**src/sv/ini_key_value_tokenizer_top_defines.svh**
```systemverilog
// ----------------------------------------------------------------------------
// INI tokenizer assertion macros
// Concurrent assertion helpers clocked on clock and disabled during reset.
// ----------------------------------------------------------------------------
`ifndef INI_KEY_VALUE_TOKENIZER_TOP_DEFINES_SVH
`define INI_KEY_VALUE_TOKENIZER_TOP_DEFINES_SVH

`ifndef SYNTH
`define IKVT_ASSERT_ALWAYS(lbl, expr) \
   lbl: assert property (@(posedge clock) disable iff (reset) (expr)) \
      else $error("ikvt assertion failed");
`define IKVT_ASSERT_IMPL(lbl, ante, cons) \
   lbl: assert property (@(posedge clock) disable iff (reset) (ante) |-> (cons)) \
      else $error("ikvt assertion failed");
`define IKVT_ASSERT_NEXT(lbl, ante, cons) \
   lbl: assert property (@(posedge clock) disable iff (reset) (ante) |=> (cons)) \
      else $error("ikvt assertion failed");
`else
`define IKVT_ASSERT_ALWAYS(lbl, expr)
`define IKVT_ASSERT_IMPL(lbl, ante, cons)
`define IKVT_ASSERT_NEXT(lbl, ante, cons)
`endif

`endif

```
**src/sv/ikvt_pkg.sv**
```systemverilog
// ----------------------------------------------------------------------------
// INI tokenizer package
// Shared types, character codes and sizes of the INI key/value tokenizer.
// ----------------------------------------------------------------------------
package ikvt_pkg;

   localparam int LINE_BITS = 24;
   localparam int LINE_OUT_BITS = 24;

   localparam logic [7:0] CH_LBRACKET = 8'h5B;
   localparam logic [7:0] CH_RBRACKET = 8'h5D;
   localparam logic [7:0] CH_EQUALS   = 8'h3D;
   localparam logic [7:0] CH_SPACE    = 8'h20;
   localparam logic [7:0] CH_NEWLINE  = 8'h0A;

   localparam logic [7:0] SPACES_MAX = 8'hFF;

   typedef enum logic [3:0] {
      S_HDR_START      = 4'd0,
      S_HDR_SKIP       = 4'd1,
      S_IN_HDR         = 4'd2,
      S_AFTER_HDR      = 4'd3,
      S_AFTER_HDR_SKIP = 4'd4,
      S_LINE_START     = 4'd5,
      S_IN_KEY         = 4'd6,
      S_WANT_EQ        = 4'd7,
      S_LINE_SKIP      = 4'd8,
      S_WANT_VAL       = 4'd9,
      S_IN_VAL         = 4'd10
   } state_type;

   typedef enum logic [2:0] {
      K_HDR_CHAR  = 3'd0,
      K_HDR_DONE  = 3'd1,
      K_KEY_CHAR  = 3'd2,
      K_VAL_CHAR  = 3'd3,
      K_PROP_DONE = 3'd4,
      K_ERROR     = 3'd5
   } kind_type;

   typedef enum logic [1:0] {
      E_BAD_HEADER = 2'd0,
      E_JUNK       = 2'd1,
      E_BAD_LINE   = 2'd2
   } err_type;

   typedef struct packed {
      kind_type                 kind;
      logic [7:0]               tbyte;
      logic [7:0]               spaces;
      logic [LINE_OUT_BITS-1:0] line;
      err_type                  err;
   } token_type;

endpackage

```
**src/sv/ikvt_if.sv**
```systemverilog
// ----------------------------------------------------------------------------
// INI tokenizer channel interfaces
// Valid/ready channels for text bytes in and tokens out.
// ----------------------------------------------------------------------------
interface ikvt_req_if;
   logic       valid;
   logic       ready;
   logic [7:0] text_byte;
   logic       end_of_text;

   modport source (output valid, output text_byte, output end_of_text, input ready);
   modport sink (input valid, input text_byte, input end_of_text, output ready);
endinterface

interface ikvt_rsp_if;
   logic        valid;
   logic        ready;
   logic [2:0]  token_kind;
   logic [7:0]  token_byte;
   logic [7:0]  spaces_before;
   logic [23:0] token_line;
   logic [1:0]  error_code;

   modport source (output valid, output token_kind, output token_byte,
                   output spaces_before, output token_line, output error_code,
                   input ready);
   modport sink (input valid, input token_kind, input token_byte,
                 input spaces_before, input token_line, input error_code,
                 output ready);
endinterface

```
**src/sv/ikvt_parser.sv**
```systemverilog
// ----------------------------------------------------------------------------
// INI tokenizer parser
// Parser state, line counter and pending value spaces, with the token that
// the current byte produces.
// ----------------------------------------------------------------------------
`include "ini_key_value_tokenizer_top_defines.svh"

module ikvt_parser (
   input  logic                  clock,
   input  logic                  reset,
   input  logic                  accept,
   input  logic [7:0]            text_byte,
   input  logic                  end_of_text,
   output logic                  tok_valid,
   output ikvt_pkg::token_type   tok
);

   ikvt_pkg::state_type              state_ff, state_in;
   logic [ikvt_pkg::LINE_BITS-1:0]   line_ff, line_in;
   logic [7:0]                       spaces_ff, spaces_in;

   logic [7:0]  ch;
   logic        nl;
   logic        sp;
   logic [31:0] line_wide;

   assign ch = end_of_text ? ikvt_pkg::CH_NEWLINE : text_byte;
   assign nl = (ch == ikvt_pkg::CH_NEWLINE);
   assign sp = (ch == ikvt_pkg::CH_SPACE);
   assign line_wide = 32'(line_ff);

   // Next state and counters.
   always_comb begin
      state_in = state_ff;
      spaces_in = spaces_ff;
      line_in = line_ff;
      case (state_ff)
         ikvt_pkg::S_HDR_START, ikvt_pkg::S_LINE_START: begin
            if (ch == ikvt_pkg::CH_LBRACKET) begin
               state_in = ikvt_pkg::S_IN_HDR;
            end else if (!sp && !nl) begin
               state_in = (state_ff == ikvt_pkg::S_HDR_START) ?
                          ikvt_pkg::S_HDR_SKIP : ikvt_pkg::S_IN_KEY;
            end
         end
         ikvt_pkg::S_HDR_SKIP: begin
            if (nl) state_in = ikvt_pkg::S_HDR_START;
         end
         ikvt_pkg::S_IN_HDR: begin
            if (nl) begin
               state_in = ikvt_pkg::S_LINE_START;
            end else if (ch == ikvt_pkg::CH_RBRACKET) begin
               state_in = ikvt_pkg::S_AFTER_HDR;
            end
         end
         ikvt_pkg::S_AFTER_HDR: begin
            if (nl) begin
               state_in = ikvt_pkg::S_LINE_START;
            end else if (!sp) begin
               state_in = ikvt_pkg::S_AFTER_HDR_SKIP;
            end
         end
         ikvt_pkg::S_IN_KEY: begin
            if (sp) begin
               state_in = ikvt_pkg::S_WANT_EQ;
            end else if (ch == ikvt_pkg::CH_EQUALS) begin
               state_in = ikvt_pkg::S_WANT_VAL;
            end else if (nl) begin
               state_in = ikvt_pkg::S_LINE_START;
            end
         end
         ikvt_pkg::S_WANT_EQ: begin
            if (ch == ikvt_pkg::CH_EQUALS) begin
               state_in = ikvt_pkg::S_WANT_VAL;
            end else if (nl) begin
               state_in = ikvt_pkg::S_LINE_START;
            end else if (!sp) begin
               state_in = ikvt_pkg::S_LINE_SKIP;
            end
         end
         ikvt_pkg::S_WANT_VAL: begin
            if (nl) begin
               state_in = ikvt_pkg::S_LINE_START;
            end else if (!sp) begin
               state_in = ikvt_pkg::S_IN_VAL;
               spaces_in = '0;
            end
         end
         ikvt_pkg::S_IN_VAL: begin
            if (nl) begin
               state_in = ikvt_pkg::S_LINE_START;
               spaces_in = '0;
            end else if (sp) begin
               if (spaces_ff != ikvt_pkg::SPACES_MAX) spaces_in = spaces_ff + 8'd1;
            end else begin
               spaces_in = '0;
            end
         end
         default: begin
            if (nl) state_in = ikvt_pkg::S_LINE_START;
         end
      endcase
      if (end_of_text) begin
         state_in = ikvt_pkg::S_HDR_START;
         spaces_in = '0;
         line_in = ikvt_pkg::LINE_BITS'(1);
      end else if (nl && (line_ff != '1)) begin
         line_in = line_ff + ikvt_pkg::LINE_BITS'(1);
      end
   end

   // Token for the current byte.
   always_comb begin
      tok_valid = 1'b0;
      tok.kind = ikvt_pkg::K_ERROR;
      tok.tbyte = '0;
      tok.spaces = '0;
      tok.line = line_wide[ikvt_pkg::LINE_OUT_BITS-1:0];
      tok.err = ikvt_pkg::E_BAD_HEADER;
      case (state_ff)
         ikvt_pkg::S_HDR_START, ikvt_pkg::S_LINE_START: begin
            if ((ch != ikvt_pkg::CH_LBRACKET) && !sp && !nl) begin
               tok_valid = 1'b1;
               if (state_ff == ikvt_pkg::S_HDR_START) begin
                  tok.kind = ikvt_pkg::K_ERROR;
                  tok.err = ikvt_pkg::E_BAD_HEADER;
               end else begin
                  tok.kind = ikvt_pkg::K_KEY_CHAR;
                  tok.tbyte = ch;
               end
            end
         end
         ikvt_pkg::S_IN_HDR: begin
            tok_valid = 1'b1;
            if (nl) begin
               tok.kind = ikvt_pkg::K_ERROR;
               tok.err = ikvt_pkg::E_BAD_HEADER;
            end else if (ch == ikvt_pkg::CH_RBRACKET) begin
               tok.kind = ikvt_pkg::K_HDR_DONE;
            end else begin
               tok.kind = ikvt_pkg::K_HDR_CHAR;
               tok.tbyte = ch;
            end
         end
         ikvt_pkg::S_AFTER_HDR: begin
            if (!nl && !sp) begin
               tok_valid = 1'b1;
               tok.kind = ikvt_pkg::K_ERROR;
               tok.err = ikvt_pkg::E_JUNK;
            end
         end
         ikvt_pkg::S_IN_KEY: begin
            if (!sp && (ch != ikvt_pkg::CH_EQUALS)) begin
               tok_valid = 1'b1;
               if (nl) begin
                  tok.kind = ikvt_pkg::K_ERROR;
                  tok.err = ikvt_pkg::E_BAD_LINE;
               end else begin
                  tok.kind = ikvt_pkg::K_KEY_CHAR;
                  tok.tbyte = ch;
               end
            end
         end
         ikvt_pkg::S_WANT_EQ: begin
            if (!sp && (ch != ikvt_pkg::CH_EQUALS)) begin
               tok_valid = 1'b1;
               tok.kind = ikvt_pkg::K_ERROR;
               tok.err = ikvt_pkg::E_BAD_LINE;
            end
         end
         ikvt_pkg::S_WANT_VAL: begin
            if (nl) begin
               tok_valid = 1'b1;
               tok.kind = ikvt_pkg::K_PROP_DONE;
            end else if (!sp) begin
               tok_valid = 1'b1;
               tok.kind = ikvt_pkg::K_VAL_CHAR;
               tok.tbyte = ch;
            end
         end
         ikvt_pkg::S_IN_VAL: begin
            if (nl) begin
               tok_valid = 1'b1;
               tok.kind = ikvt_pkg::K_PROP_DONE;
            end else if (!sp) begin
               tok_valid = 1'b1;
               tok.kind = ikvt_pkg::K_VAL_CHAR;
               tok.tbyte = ch;
               tok.spaces = spaces_ff;
            end
         end
         default: begin
            tok_valid = 1'b0;
         end
      endcase
   end

   always_ff @(posedge clock) begin
      if (reset) begin
         state_ff <= ikvt_pkg::S_HDR_START;
         line_ff <= ikvt_pkg::LINE_BITS'(1);
         spaces_ff <= '0;
      end else if (accept) begin
         state_ff <= state_in;
         line_ff <= line_in;
         spaces_ff <= spaces_in;
      end
   end

   `IKVT_ASSERT_NEXT(a_eot_resets, accept && end_of_text,
      (state_ff == ikvt_pkg::S_HDR_START) && (line_ff == ikvt_pkg::LINE_BITS'(1)))
   `IKVT_ASSERT_IMPL(a_spaces_in_value, spaces_ff != 8'd0,
      state_ff == ikvt_pkg::S_IN_VAL)
   `IKVT_ASSERT_IMPL(a_no_token_when_skipping,
      (state_ff == ikvt_pkg::S_HDR_SKIP) || (state_ff == ikvt_pkg::S_LINE_SKIP), !tok_valid)

endmodule

```
**src/sv/ikvt_out_reg.sv**
```systemverilog
// ----------------------------------------------------------------------------
// INI tokenizer result register
// Holds one token until the receiver takes it; drives input ready.
// ----------------------------------------------------------------------------
`include "ini_key_value_tokenizer_top_defines.svh"

module ikvt_out_reg (
   input  logic                clock,
   input  logic                reset,
   input  logic                in_valid,
   output logic                in_ready,
   input  logic                tok_valid,
   input  ikvt_pkg::token_type tok,
   output logic                out_valid,
   input  logic                out_ready,
   output ikvt_pkg::token_type out_tok
);

   logic                valid_ff, valid_in;
   ikvt_pkg::token_type tok_ff;
   logic                load;

   assign in_ready = !valid_ff || out_ready;
   assign load = in_valid && in_ready && tok_valid;
   assign valid_in = load || (valid_ff && !out_ready);
   assign out_valid = valid_ff;
   assign out_tok = tok_ff;

   always_ff @(posedge clock) begin
      if (reset) begin
         valid_ff <= 1'b0;
      end else begin
         valid_ff <= valid_in;
      end
   end

   always_ff @(posedge clock) begin
      if (load) begin
         tok_ff <= tok;
      end
   end

   `IKVT_ASSERT_IMPL(a_stall_blocks_input, valid_ff && !out_ready, !in_ready)
   `IKVT_ASSERT_IMPL(a_kind_legal, valid_ff,
      (tok_ff.kind != 3'd6) && (tok_ff.kind != 3'd7))
   `IKVT_ASSERT_IMPL(a_byte_only_for_chars,
      valid_ff && (tok_ff.kind != ikvt_pkg::K_HDR_CHAR) &&
      (tok_ff.kind != ikvt_pkg::K_KEY_CHAR) && (tok_ff.kind != ikvt_pkg::K_VAL_CHAR),
      (tok_ff.tbyte == 8'd0) && (tok_ff.spaces == 8'd0))

endmodule

```
**src/sv/ini_key_value_tokenizer_top.sv**
```systemverilog
// ----------------------------------------------------------------------------
// INI key/value tokenizer
// Feed INI text one byte per transaction on the req channel. Each byte gives
// zero or one token on the rsp channel: header characters, header done, key
// characters, value characters (with the count of spaces to insert before
// them), property done, or an error with a code. After an error the receiver
// discards any partial header or key. A transaction with end_of_text set acts
// as a final newline and then returns the parser and line counter to their
// reset values.
// The token of a byte accepted at one edge is valid after that edge. One
// byte is accepted every cycle unless the receiver stalls; the rate is set by
// the single parser state register updated per byte and the one-entry result
// register. While a token waits and the receiver stalls, req ready drops;
// a waiting token is taken and the next byte accepted at the same edge.
// Reset is synchronous: the parser returns to the header start state, the
// line count to one, and any held token is dropped.
// ----------------------------------------------------------------------------
module ini_key_value_tokenizer_top (
   input logic      clock,
   input logic      reset,
   ikvt_req_if.sink req_bus,
   ikvt_rsp_if.source rsp_bus
);

   logic                accept;
   logic                tok_valid;
   ikvt_pkg::token_type tok;
   ikvt_pkg::token_type out_tok;

   assign accept = req_bus.valid && req_bus.ready;

   ikvt_parser u_parser (
      .clock       (clock),
      .reset       (reset),
      .accept      (accept),
      .text_byte   (req_bus.text_byte),
      .end_of_text (req_bus.end_of_text),
      .tok_valid   (tok_valid),
      .tok         (tok)
   );

   ikvt_out_reg u_out_reg (
      .clock     (clock),
      .reset     (reset),
      .in_valid  (req_bus.valid),
      .in_ready  (req_bus.ready),
      .tok_valid (tok_valid),
      .tok       (tok),
      .out_valid (rsp_bus.valid),
      .out_ready (rsp_bus.ready),
      .out_tok   (out_tok)
   );

   assign rsp_bus.token_kind = out_tok.kind;
   assign rsp_bus.token_byte = out_tok.tbyte;
   assign rsp_bus.spaces_before = out_tok.spaces;
   assign rsp_bus.token_line = out_tok.line;
   assign rsp_bus.error_code = out_tok.err;

endmodule
```
**src/flat_wrapper.sv**
```systemverilog
// flat-port wrapper written by rule: the top's interface ports become plain ports
module ini_key_value_tokenizer_top_flat 
  (clock, reset, req_bus_valid, req_bus_text_byte, req_bus_end_of_text, req_bus_ready, rsp_bus_valid, rsp_bus_token_kind, rsp_bus_token_byte, rsp_bus_spaces_before, rsp_bus_token_line, rsp_bus_error_code, rsp_bus_ready);
  ikvt_req_if req_bus_i ();
  ikvt_rsp_if rsp_bus_i ();
  input logic clock;
  input logic reset;
  input wire logic [$bits(req_bus_i.valid)-1:0] req_bus_valid;
  input wire logic [$bits(req_bus_i.text_byte)-1:0] req_bus_text_byte;
  input wire logic [$bits(req_bus_i.end_of_text)-1:0] req_bus_end_of_text;
  output wire logic [$bits(req_bus_i.ready)-1:0] req_bus_ready;
  output wire logic [$bits(rsp_bus_i.valid)-1:0] rsp_bus_valid;
  output wire logic [$bits(rsp_bus_i.token_kind)-1:0] rsp_bus_token_kind;
  output wire logic [$bits(rsp_bus_i.token_byte)-1:0] rsp_bus_token_byte;
  output wire logic [$bits(rsp_bus_i.spaces_before)-1:0] rsp_bus_spaces_before;
  output wire logic [$bits(rsp_bus_i.token_line)-1:0] rsp_bus_token_line;
  output wire logic [$bits(rsp_bus_i.error_code)-1:0] rsp_bus_error_code;
  input wire logic [$bits(rsp_bus_i.ready)-1:0] rsp_bus_ready;
  assign req_bus_i.valid = req_bus_valid;
  assign req_bus_i.text_byte = req_bus_text_byte;
  assign req_bus_i.end_of_text = req_bus_end_of_text;
  assign req_bus_ready = req_bus_i.ready;
  assign rsp_bus_valid = rsp_bus_i.valid;
  assign rsp_bus_token_kind = rsp_bus_i.token_kind;
  assign rsp_bus_token_byte = rsp_bus_i.token_byte;
  assign rsp_bus_spaces_before = rsp_bus_i.spaces_before;
  assign rsp_bus_token_line = rsp_bus_i.token_line;
  assign rsp_bus_error_code = rsp_bus_i.error_code;
  assign rsp_bus_i.ready = rsp_bus_ready;
  ini_key_value_tokenizer_top u_core (.clock(clock), .reset(reset), .req_bus(req_bus_i), .rsp_bus(rsp_bus_i));
endmodule
```
**config.mk**
```make
export PLATFORM = sky130hd
export DESIGN_NAME = ini_key_value_tokenizer_top_flat
export DESIGN_NICKNAME = d
export VERILOG_FILES = /design/src/sv/ikvt_pkg.sv /design/src/sv/ikvt_if.sv /design/src/sv/ikvt_parser.sv /design/src/sv/ikvt_out_reg.sv /design/src/sv/ini_key_value_tokenizer_top.sv /design/src/flat_wrapper.sv
export VERILOG_INCLUDE_DIRS = /design/src /design/src/sv
export SDC_FILE = /design/constraint.sdc
export NUM_CORES = 1
export LEC_CHECK = 0
export BUFFER_PORTS_ARGS = -buffer_cell sky130_fd_sc_hd__buf_2
export CORE_MARGIN = 3
export CORE_UTILIZATION = 57
export CTS_CLUSTER_SIZE = 8
export DETAILED_ROUTE_END_ITERATION = 12
export PLACE_DENSITY = 0.8
export SETUP_SLACK_MARGIN = 0.4
export SLEW_MARGIN = 20
export SYNTH_ARGS = -nofsm -noshare
export SYNTH_HDL_FRONTEND = slang
export SYNTH_SLANG_ARGS = --single-unit
```
**constraint.sdc**
```tcl
create_clock -name clock -period 4.3 [get_ports clock]
set_input_delay 0.215 -clock clock [delete_from_list [all_inputs] [get_ports clock]]
set_output_delay 0.215 -clock clock [all_outputs]
set_load 0.05 [all_outputs]
```
# [After elaboration in Yosys (flattened, before gate mapping)]
# Cells that the tools add are included.
[word_totals] in_bits=13 regBits=82 elab_cells=119 out_inout_bits=47
[op_classes] n_addsub=2 bitwise=1 mux=57 n_eq_ne=26 reduce_logical=24
[ops] cell="$mux W8" count=12
[ops] cell="$mux W4" count=16
[ops] cell="$mux W24" count=2
[ops] cell="$pmux W8 S5" count=1
[ops] cell="$mux W11" count=3
[ops] cell="$pmux W4 S7" count=1
[ops] cell="$add A24 B1 Y24 const B" count=1
[ops] cell="$ne A24 B24 Y1 const B" count=1
[ops] cell="$mux W19" count=1
[ops] cell="$mux W3" count=6
[ops] cell="$eq A8 B6 Y1 const B" count=2
[ops] cell="$eq A8 B7 Y1 const B" count=2
[ops] cell="$mux W16" count=1
[ops] cell="$ne A4 B4 Y1 const B" count=4
[ops] cell="$pmux W8 S2" count=1
[ops] cell="$pmux W3 S5" count=1
[ops] cell="$eq A4 B3 Y1 const B" count=3
[ops] cell="$ne A5 B5 Y1 const B" count=2
[ops] cell="$ne A3 B3 Y1 const B" count=3
[ops] cell="$add A8 B1 Y8 const B" count=1
[ops] cell="$eq A4 B2 Y1 const B" count=2
[ops] cell="$eq A4 B4 Y1 const B" count=2
[ops] cell="$eq A8 B4 Y1 const B" count=1
[ops] cell="$logic_and A1 B1 Y1" count=8
[ops] cell="other kinds (19)" count=33

# [Logic depth before layout (Yosys ltp)]
# Gate-level depths: netlist of the first run.
[depth] depth_word=9 ltp_mapped=9 mapped_depth_nobuf=8

# [Hierarchy]
# A second synthesis of the first run with hierarchy kept.
[unflattened] hier_cells=411 area_unflattened_um2=4020.1
[modules_own_cells] mod="ikvt_parser" area_each_um2=2600.0 seq_area_each_um2=720.7 cells_each=360 n_inst=1
[modules_own_cells] mod="ikvt_out_reg" area_each_um2=1413.9 seq_area_each_um2=1371.3 cells_each=50 n_inst=1
[modules_own_cells] mod="ini_key_value_tokenizer_top" area_each_um2=6.3 seq_area_each_um2=0.0 cells_each=1 n_inst=1

# [Worst setup path before layout of the first run]
# Ideal clock, no wire load.
[synth_timing] path_kind="reg-to-reg" from="reg u_core.u_parser.state_ff[0]" to="reg u_core.u_out_reg.tok_ff (netlist bit u_core.u_out_reg.out_tok[0]), enable pin" n_path_buf=2 required_ns=3.852 arrival_ns=3.228 stages_incl_launch_ff=8 setup_ns=0.448 path_slack_ns=0.624 path_cell_list="dfxtp_1 -> clkbuf_1 -> clkbuf_1 -> nand2_1 -> a21o_1 -> o21ai_0 -> a222oi_1 -> nor2_1"
[synth_between] elab_chain_cells=4 word_cells_on_any_way=13 cone_classes="eq/ne (7); mux (1); reduce/logical (5)"
[synth_rtl] item="start: declaration" line="ikvt_parser.sv:18" rtl="ikvt_pkg::state_type state_ff, state_in;"
[synth_rtl] item="start signal: assignment" line="ikvt_parser.sv:200" rtl="state_ff <= ikvt_pkg::S_HDR_START;"
[synth_rtl] item="start signal: assignment" line="ikvt_parser.sv:204" rtl="state_ff <= state_in;"
[synth_rtl] item="$eq A4 B4 Y1, or another cell as far along" line="ikvt_parser.sv:120" rtl="case (state_ff)"
[synth_rtl] item="$reduce_or A2 Y1 (on tied branches)"
[synth_rtl] item="$pmux W1 S5 *" line="ikvt_parser.sv:120"
[synth_rtl] item="$logic_and A1 B1 Y1 *" line="ikvt_out_reg.sv:24" rtl="assign load = in_valid && in_ready && tok_valid;"
[synth_rtl] item="named net u_core.u_out_reg.load" line="ikvt_out_reg.sv:21" rtl="logic load;"
[synth_rtl] item="end signal: assignment" line="ikvt_out_reg.sv:39" rtl="tok_ff <= tok;"
[synth_rtl] item="end: declaration" line="ikvt_out_reg.sv:20" rtl="ikvt_pkg::token_type tok_ff;"
# Mark *: on every way through the listed nets, which the timed path passes. The rest lies on a longest branch.
# A chain may end at the register's enable or synchronous reset.

# [Final worst setup path of the first run]
[layout_timing] from="reg u_core.u_parser.state_ff[2]" to="reg u_core.u_out_reg.tok_ff (netlist bit u_core.u_out_reg.out_tok[25]), enable pin"
# The elaborated chain is that of the path after synthesis.

==> results.md, run 1 <==
- Top FF cell, synth: edfxtp_1
- CTS Buf Count: 9
- Die width: 90.2 um
- Largest net degree at the start of global routing: 27
- Post-Synth Adder-Cell Area: 0.619%
- Final Hold Viols: 0
- Post-synthesis async set-or-reset flop share: 0%
- GPL Wtd Cong: 0.990
- Number of synthesized flops with an enable pin: 45
- # nets final: 479
- Final WL: 8460 um
- Simple-Gate Fraction of Synth Area: 24.4%
- Post-synthesis sequential area ratio: 51.8%
- Setup-failing EPs final: 0
- Max cap viols: 0
- #FFs+latches synth: 82
- Slew Viols, Final: 0
- Static leakage: 1.67 nW
- CTS Root Cell: clkbuf_8
- Row cnt: 30
- Syn Nets: 426
- Max Fclk: 358 MHz
- Critical path required time: 4.34 ns
- Critical path startpoint category: flip-flop
- Crit Path Max Fanout: 26
- Worst Setup SP: u_core.u_parser.state_ff[2]$_SDFFE_PP0P_
- Via count: 3308
- ANT nets after route: 0
- Worst rel slew slack: 49.6%
- Main combinational cell family by area after synthesis: simple AND/OR/NAND/NOR gates
- Post_cts resized: 0
- Remaining global-route overflow: 0
- Top cells by area, synth: edfxtp_1 (33%), dfxtp_1 (18%), nor2_1 (3.8%)
- Actual slew at the worst max-slew pin: 0.756 ns
- Port Buffers: 59
- Design area: 4650 sq um
- First-pass GRT wire length: 14000 um
- Period utilization: 65.0%
- CTS tree: built
- Via-to-Cell Ratio: 5.85
- Worst min-delay path category: primary input to flip-flop
- Synth Area in Compound Gates: 15.9%
- Core area: 6830 sq um
- H-tree levels: 3
- Clock Skew: 0.0110 ns
- Most frequent cells in the layout: buf_2 (59), edfxtp_1 (45), nor2_1 (40), dfxtp_1 (37), nand2_1 (35)
- Synth cell types: 56
- Mapped Cells: 411
- Detail Placement HPWL: 6040 um
- Die height: 90.2 um
- Initial antenna violation count: 0
- Drt initial violations: 185
- Vias in the first global route: 2981
- Post-layout min period: 2.80 ns
- Status: finished, final reports clean
- Top Ports: 60
- PwrDens: 357 nW/um^2
- Yosys warns: 0
- Leading area contributor after synthesis: edfxtp_1
- CTS sink count: 82
- Worst Hold Launch: req_bus_valid
- Synth Area per Inst: 9.83 sq um
- Worst Path Arrival: 2.83 ns
- Skew-Pair Late Insertion Delay: 0.34 ns
- Max Root-Sink Buffers: 2
- Post-CTS Setup Bufs: 0
- Setup CP Type: flip-flop to flip-flop
- CTS clk-pin slew, worst paths: 0.08 ns
- ANT cells: 0
- Worst reg2reg startpoint: u_core.u_parser.state_ff[2]$_SDFFE_PP0P_
- Setup TNS after final layout: 0 ns
- Post-synthesis mux area share: 0%
- Initial Utilization: 59.1%
- Xor/xnor share of the synthesized area: 4.77%
- Power, Total: 0.00166 W
- Dpl cell area: 4410 sq um
- Worst VDD drop: 0.000240 V
- Post-CTS Hold Buffers: 0
- # DRC: 0
- Area growth, synth to finish: 15.1%
- Gr usage total: 20.7%
- DR pass1 iterations: 5
- DIE AREA: 8130 sq um
- Share of cells above drive strength 1: 19.6%
- DR WL/cell: 15.0 um
- Most common cell after layout, fill and taps aside: buf_2
- Synth Cell Area: 4040 sq um
- Area share of the largest cell type after synthesis: 33.4%
- RSZ-0062 raised after global routing: false
- Crit end category: flip-flop
## per-stage QoR
stage               std cells  setup slack (ns)  utilization, %  hold slack (ns)
detailed placement        549              1.28            64.5            0.475
floorplan                 411             0.624               -            0.367
finish                    565              1.50            68.1            0.164
global route              565              1.39            68.1            0.181
global placement          548              1.37            64.1            0.462
CTS                       565              1.55            68.1            0.153
## worst max-delay path, stage by stage (launching register included)
cell and delay [ns]:
dfxtp_1 0.78, nor2b_1 0.36, and2_1 0.22, nand2_1 0.06
nand2_1 0.07, a222oi_1 0.15, nor2_4 0.59, buf_16 0.25
## registers in the layout, indices dropped and copies added (netlist names)
register	flops
u_core.u_parser.state_ff	4
u_core.u_parser.spaces_ff	8
u_core.u_parser.line_ff	24
u_core.u_out_reg.out_valid	1
u_core.u_out_reg.out_tok	45
## synthesized netlist by cell type (all sizes together) (3+ instances only)
master	instances
edfxtp	45
nor2	41
dfxtp	37
nand2	35
a21oi	28
o21ai	24
nand3	17
and2	16
clkbuf	16
nor3	13
xnor2	13
nand4	12
a21o	9
and3	9
nor4	9
xor2	9
and4	6
inv	6
o211ai	6
nand2b	5
or2	5
a211oi	4
nor2b	4
a31oi	3
o21a	3
o22ai	3
o31ai	3
or3	3
or4	3
## kinds of logic (layout without fill, tap and decap cells)
logic type / count (synthesis) / in the layout
fa+ha+maj: 2 / 2
flops: 82 / 82
simple gates: 184 / 184
xor+xnor: 22 / 22
buf+inv: 24 / 82
compound gates: 97 / 97
## layer usage
| metal | GRT usage (%) | share of wire [%] |
|---|---|---|
| met5 | 0 | 0 |
| met4 | 7.14 | 1.9 |
| met3 | 4.35 | 5.0 |
| met2 | 34.9 | 50 |
| met1 | 26.4 | 43 |
## final timing paths
check,endpoint,depth (start not counted),slack (ns)
hold / removal,u_core.u_out_reg.out_valid$_SDFF_PP0_,3,0.16
setup / recovery,u_core.u_out_reg.out_tok[25]$_DFFE_PP_,7,1.50
setup reg to reg,u_core.u_out_reg.out_tok[25]$_DFFE_PP_,7,1.50
hold reg to reg,u_core.u_out_reg.out_tok[12]$_DFFE_PP_,0,0.49
## final cells by class
class                   instances  area [sq um]
repair buffers                 60           323
inverters                       6          22.5
flip-flops and latches         82          2090
well taps                      96           120
fillers                       558          2180
clock inverters                 5          81.3
clock buffers                  11           163
multi-input cells             305          1850
## power by group
part | total [W] | internal (W) | switching, W
Clock | 0.000645 | 0.000381 | 0.000265
Sequential | 0.000852 | 0.000843 | 0.00000841
Combinational | 0.000165 | 0.0000383 | 0.000127
Total | 0.00166 | 0.00126 | 0.000400
Note: power is estimated with default switching activity, not from simulation.
==> run 2: changes to the inputs <==
Settings changed: ABC_AREA set to 1, CORE_UTILIZATION 57 to 58.
Clock period 4.3 ns to 2.9 ns, I/O delays scaled along.
==> run 2 against run 1 <==
Compared with the run above: power rose by 91%; fmax rose by 29%; worst hold slack got worse by 0.057 ns; critical path depth rose by 6; final cell count rose by 36%; first-iteration DRC count rose by 61%; critical path type unchanged; largest power group unchanged.
==> results.md, run 2 <==
- Status: finished, final reports clean
- Leading area contributor after synthesis: edfxtp_1
- ANT nets after route: 0 (unchanged)
- CTS sink count: 82 (unchanged)
- Critical Path Max Stage Delay: 0.40 ns (-0.38 ns)
- First-pass GRT wire length: 18400 um (+32%)
- Row cnt: 31 (+3.3%)
- Area share of the largest cell type after synthesis: 29.6% (-3.8 points)
- GPL Wtd Cong: 0.993 (+0.30%)
- Mapped Cells: 602 (+46%)
- Critical path startpoint category: flip-flop
- Core area: 7450 sq um (+9.0%)
- Syn Nets: 617 (+45%)
- Most common cell after layout, fill and taps aside: nand2_1
- Largest delay share family, worst path: simple AND/OR/NAND/NOR gates
- Setup TNS after final layout: 0 ns (unchanged)
- Max cap viols: 0 (unchanged)
- Skew-Pair Late Insertion Delay: 0.35 ns (about the same)
- Largest net degree at the start of global routing: 31 (+15%)
- Drt initial violations: 297 (+61%)
- Die height: 94.7 um (+5.0%)
- Number of synthesized flops with an enable pin: 45 (unchanged)
- Largest register FFs: 45 (unchanged)
- Post_cts resized: 0 (unchanged)
- #FFs+latches synth: 82 (unchanged)
- Critical Path, Cell by Cell: inv_1 -> nor2_1 -> inv_1 -> nor2_1 -> inv_1 -> nand2_1 -> nand3_1 -> nand2_1 -> nor2_1 -> nand2_1 -> nand2_1 -> clkinvlp_4 -> buf_12
- Final WL: 11100 um (+31%)
- CTS clk-pin slew, worst paths: 0.09 ns (about the same)
- Most used cell, CP: nand2_1
- Crit end category: flip-flop
- Yosys warns: 0 (unchanged)
- Final Hold Viols: 0 (unchanged)
- H-tree levels: 3 (unchanged)
- Post-synthesis sequential area ratio: 45.8% (-6.0 points)
- Initial Utilization: 61.3% (+2.2 points)
- Setup CP Type: flip-flop to flip-flop
- DR WL/cell: 14.5 um (-3.3%)
- Remaining global-route overflow: 0 (unchanged)
- Worst min-delay path category: primary input to flip-flop
- Static leakage: 2.19 nW (+32%)
- Worst rel slew slack: 69.6% (+20 points)
- Worst VDD drop: 0.000392 V (+64%)
- PwrDens: 620 nW/um^2 (+74%)
- Setup-failing EPs final: 0 (unchanged)
- # DRC: 0 (unchanged)
- Actual slew at the worst max-slew pin: 0.455 ns (-0.302 ns)
- Pre-CTS setup slack: 0.657 ns (-0.622 ns)
- Via count: 4158 (+26%)
- Synth Cell Area: 4570 sq um (+13%)
- CTS Buf Count: 9 (unchanged)
- ANT cells: 0 (unchanged)
- Cell with the most instances after synthesis: nand2_1
- Via-to-Cell Ratio: 5.42 (-7.4%)
- Port Buffers: 59 (unchanged)
- CTS Root Cell: clkbuf_8
- Share of cells above drive strength 1: 17.4% (-2.3 points)
- # nets final: 678 (+42%)
- DR pass1 iterations: 6 (+1)
- Worst reg2reg startpoint: u_core.u_parser.state_ff[2]$_SDFFE_PP0P_
- Setup slack after layout: 0.732 ns (-0.772 ns)
- RSZ-0062 raised after global routing: false
- DIE AREA: 8970 sq um (+10%)
- Crit Path Max Fanout: 30 (+15%)
- Period utilization: 74.8% (+9.7 points)
- Worst path bufs/invs: 5 (+4)
- Area growth, synth to finish: 12.1%
- Finished Layout Cells: 767 (+36%)
- Post-layout min period: 2.17 ns (-0.628 ns)
- Inst Count DP: 751 (+37%)
- Clock Skew: 0.0119 ns (+0.000864 ns)
- Top FF cell, synth: edfxtp_1
- Detail Placement HPWL: 8280 um (+37%)
- Hold Path Sink: u_core.u_out_reg.out_valid$_SDFF_PP0_
- Max Root-Sink Buffers: 2 (unchanged)
- Max Fclk: 461 MHz (+29%)
- Slowest cell on crit path: dfxtp_1
- Synth Area per Inst: 7.58 sq um (-23%)
- CTS tree: built
- Synth cell types: 39 (-30%)
- Worst Hold Launch: rsp_bus_ready
- Top Ports: 60 (unchanged)
- Worst R2R Setup Slack: 0.73 ns (-0.77 ns)
- Post-CTS Hold Buffers: 0 (unchanged)
- WHS Path Cells: 4 (+1)
- Synth cell count leaders: nand2_1 (147), nor2_1 (117), inv_1 (64)
- Top cells by area, synth: edfxtp_1 (30%), dfxtp_1 (16%), nand2_1 (12%)
- Worst-case reg-to-reg path depth: 13 (+6)
- Post-CTS Setup Bufs: 0 (unchanged)
- Most frequent cells in the layout: nand2_1 (146), nor2_1 (117), inv_1 (63), buf_2 (59), edfxtp_1 (45)
- Gr usage total: 26.6% (+5.9 points)
- Worst Path Arrival: 2.22 ns (-0.61 ns)
- Critical R2R Capture: u_core.u_out_reg.out_tok[36]$_DFFE_PP_
- Vias in the first global route: 3811 (+28%)
- Critical path required time: 2.95 ns (-1.39 ns)
- Die width: 94.7 um (+5.0%)
- Post-synthesis async set-or-reset flop share: 0% (unchanged)
- Initial antenna violation count: 0 (unchanged)
- Slew Viols, Final: 0 (unchanged)
run 2: cell count changes after synthesis, sizes merged, moves of 6 or more:
cell    delta
nand2    +127
nor2      +83
inv       +63
nand3     +25
and2      -15
clkbuf    -13
xnor2     -10
nor4       -9
a21o       -8
buf        +8
and3       -6
and4       -6
o21ai      -6
run 2: worst max path at each step:
stage | to | start | cells past startpoint
2_1_floorplan | u_core.u_out_reg.out_tok[0]$_DFFE_PP_ | u_core.u_out_reg.out_valid$_SDFF_PP0_ | 5
6_report | u_core.u_out_reg.out_tok[36]$_DFFE_PP_ | u_core.u_parser.state_ff[2]$_SDFFE_PP0P_ | 13
4_1_cts | u_core.u_out_reg.out_tok[36]$_DFFE_PP_ | u_core.u_parser.state_ff[2]$_SDFFE_PP0P_ | 13
3_3_place_gp | u_core.u_out_reg.out_tok[7]$_DFFE_PP_ | req_bus_end_of_text | 13
3_5_place_dp | u_core.u_out_reg.out_tok[31]$_SDFFCE_PP0P_ | req_bus_end_of_text | 13
5_1_grt | u_core.u_out_reg.out_tok[38]$_DFFE_PP_ | u_core.u_parser.state_ff[2]$_SDFFE_PP0P_ | 13
run 2: cell families after synthesis:
family	count (synthesis)	share of synthesized area, %
buffers and inverters	82	7.95
xor gates and xnor gates	10	1.92
AOI/OAI and AO/OA	58	6.99
and+or+nand+nor	368	36.8
DFF	82	45.8
adders and majority gates	2	0.548
run 2: routing by layer:
| layer | vias to the layer above | GRT usage [%] | wire length [um] |
|---|---|---|---|
| met1 | 1894 | 39.9 | 5190 |
| met2 | 166 | 39.1 | 4970 |
| met3 | 12 | 3.82 | 812 |
| met5 | - | 0 | 0 |
| li1 | 2086 | - | - |
| met4 | 0 | 9.25 | 123 |
run 2: power by group:
group	total [W]	internal, W	switching (W)
sequential	0.00144	0.00139	0.0000502
combinational	0.000975	0.000212	0.000763
clock	0.000761	0.000323	0.000438
total	0.00317	0.00192	0.00125
run 2: layout make-up:
type                            count  area, sq um
Inverter                           69          273
Fill cell                         636         2330
Tap cell                           99          124
Clock buffer                       10          128
Multi-Input combinational cell    438         2110
Timing Repair Buffer               63          338
Sequential cell                    82         2090
Clock inverter                      6         48.8
run 2: stage by stage:
step | util (%) | total power [W] | area (sq um) | hold slack, ns
floorplan | - | 0.00221 | 4570 | 0.365
global placement | 66.3 | 0.00243 | 4940 | 0.471
detailed placement | 66.3 | 0.00244 | 4940 | 0.478
CTS | 68.7 | 0.00319 | 5120 | 0.0953
global route | 68.7 | 0.00332 | 5120 | 0.134
finish | 68.7 | 0.00317 | 5120 | 0.108
run 2: tightest hold or removal path, cell delays in order:
cell and delay [ns]:
buf_2 0.08, inv_1 0.04, nand2_2 0.07, a21oi_1 0.08
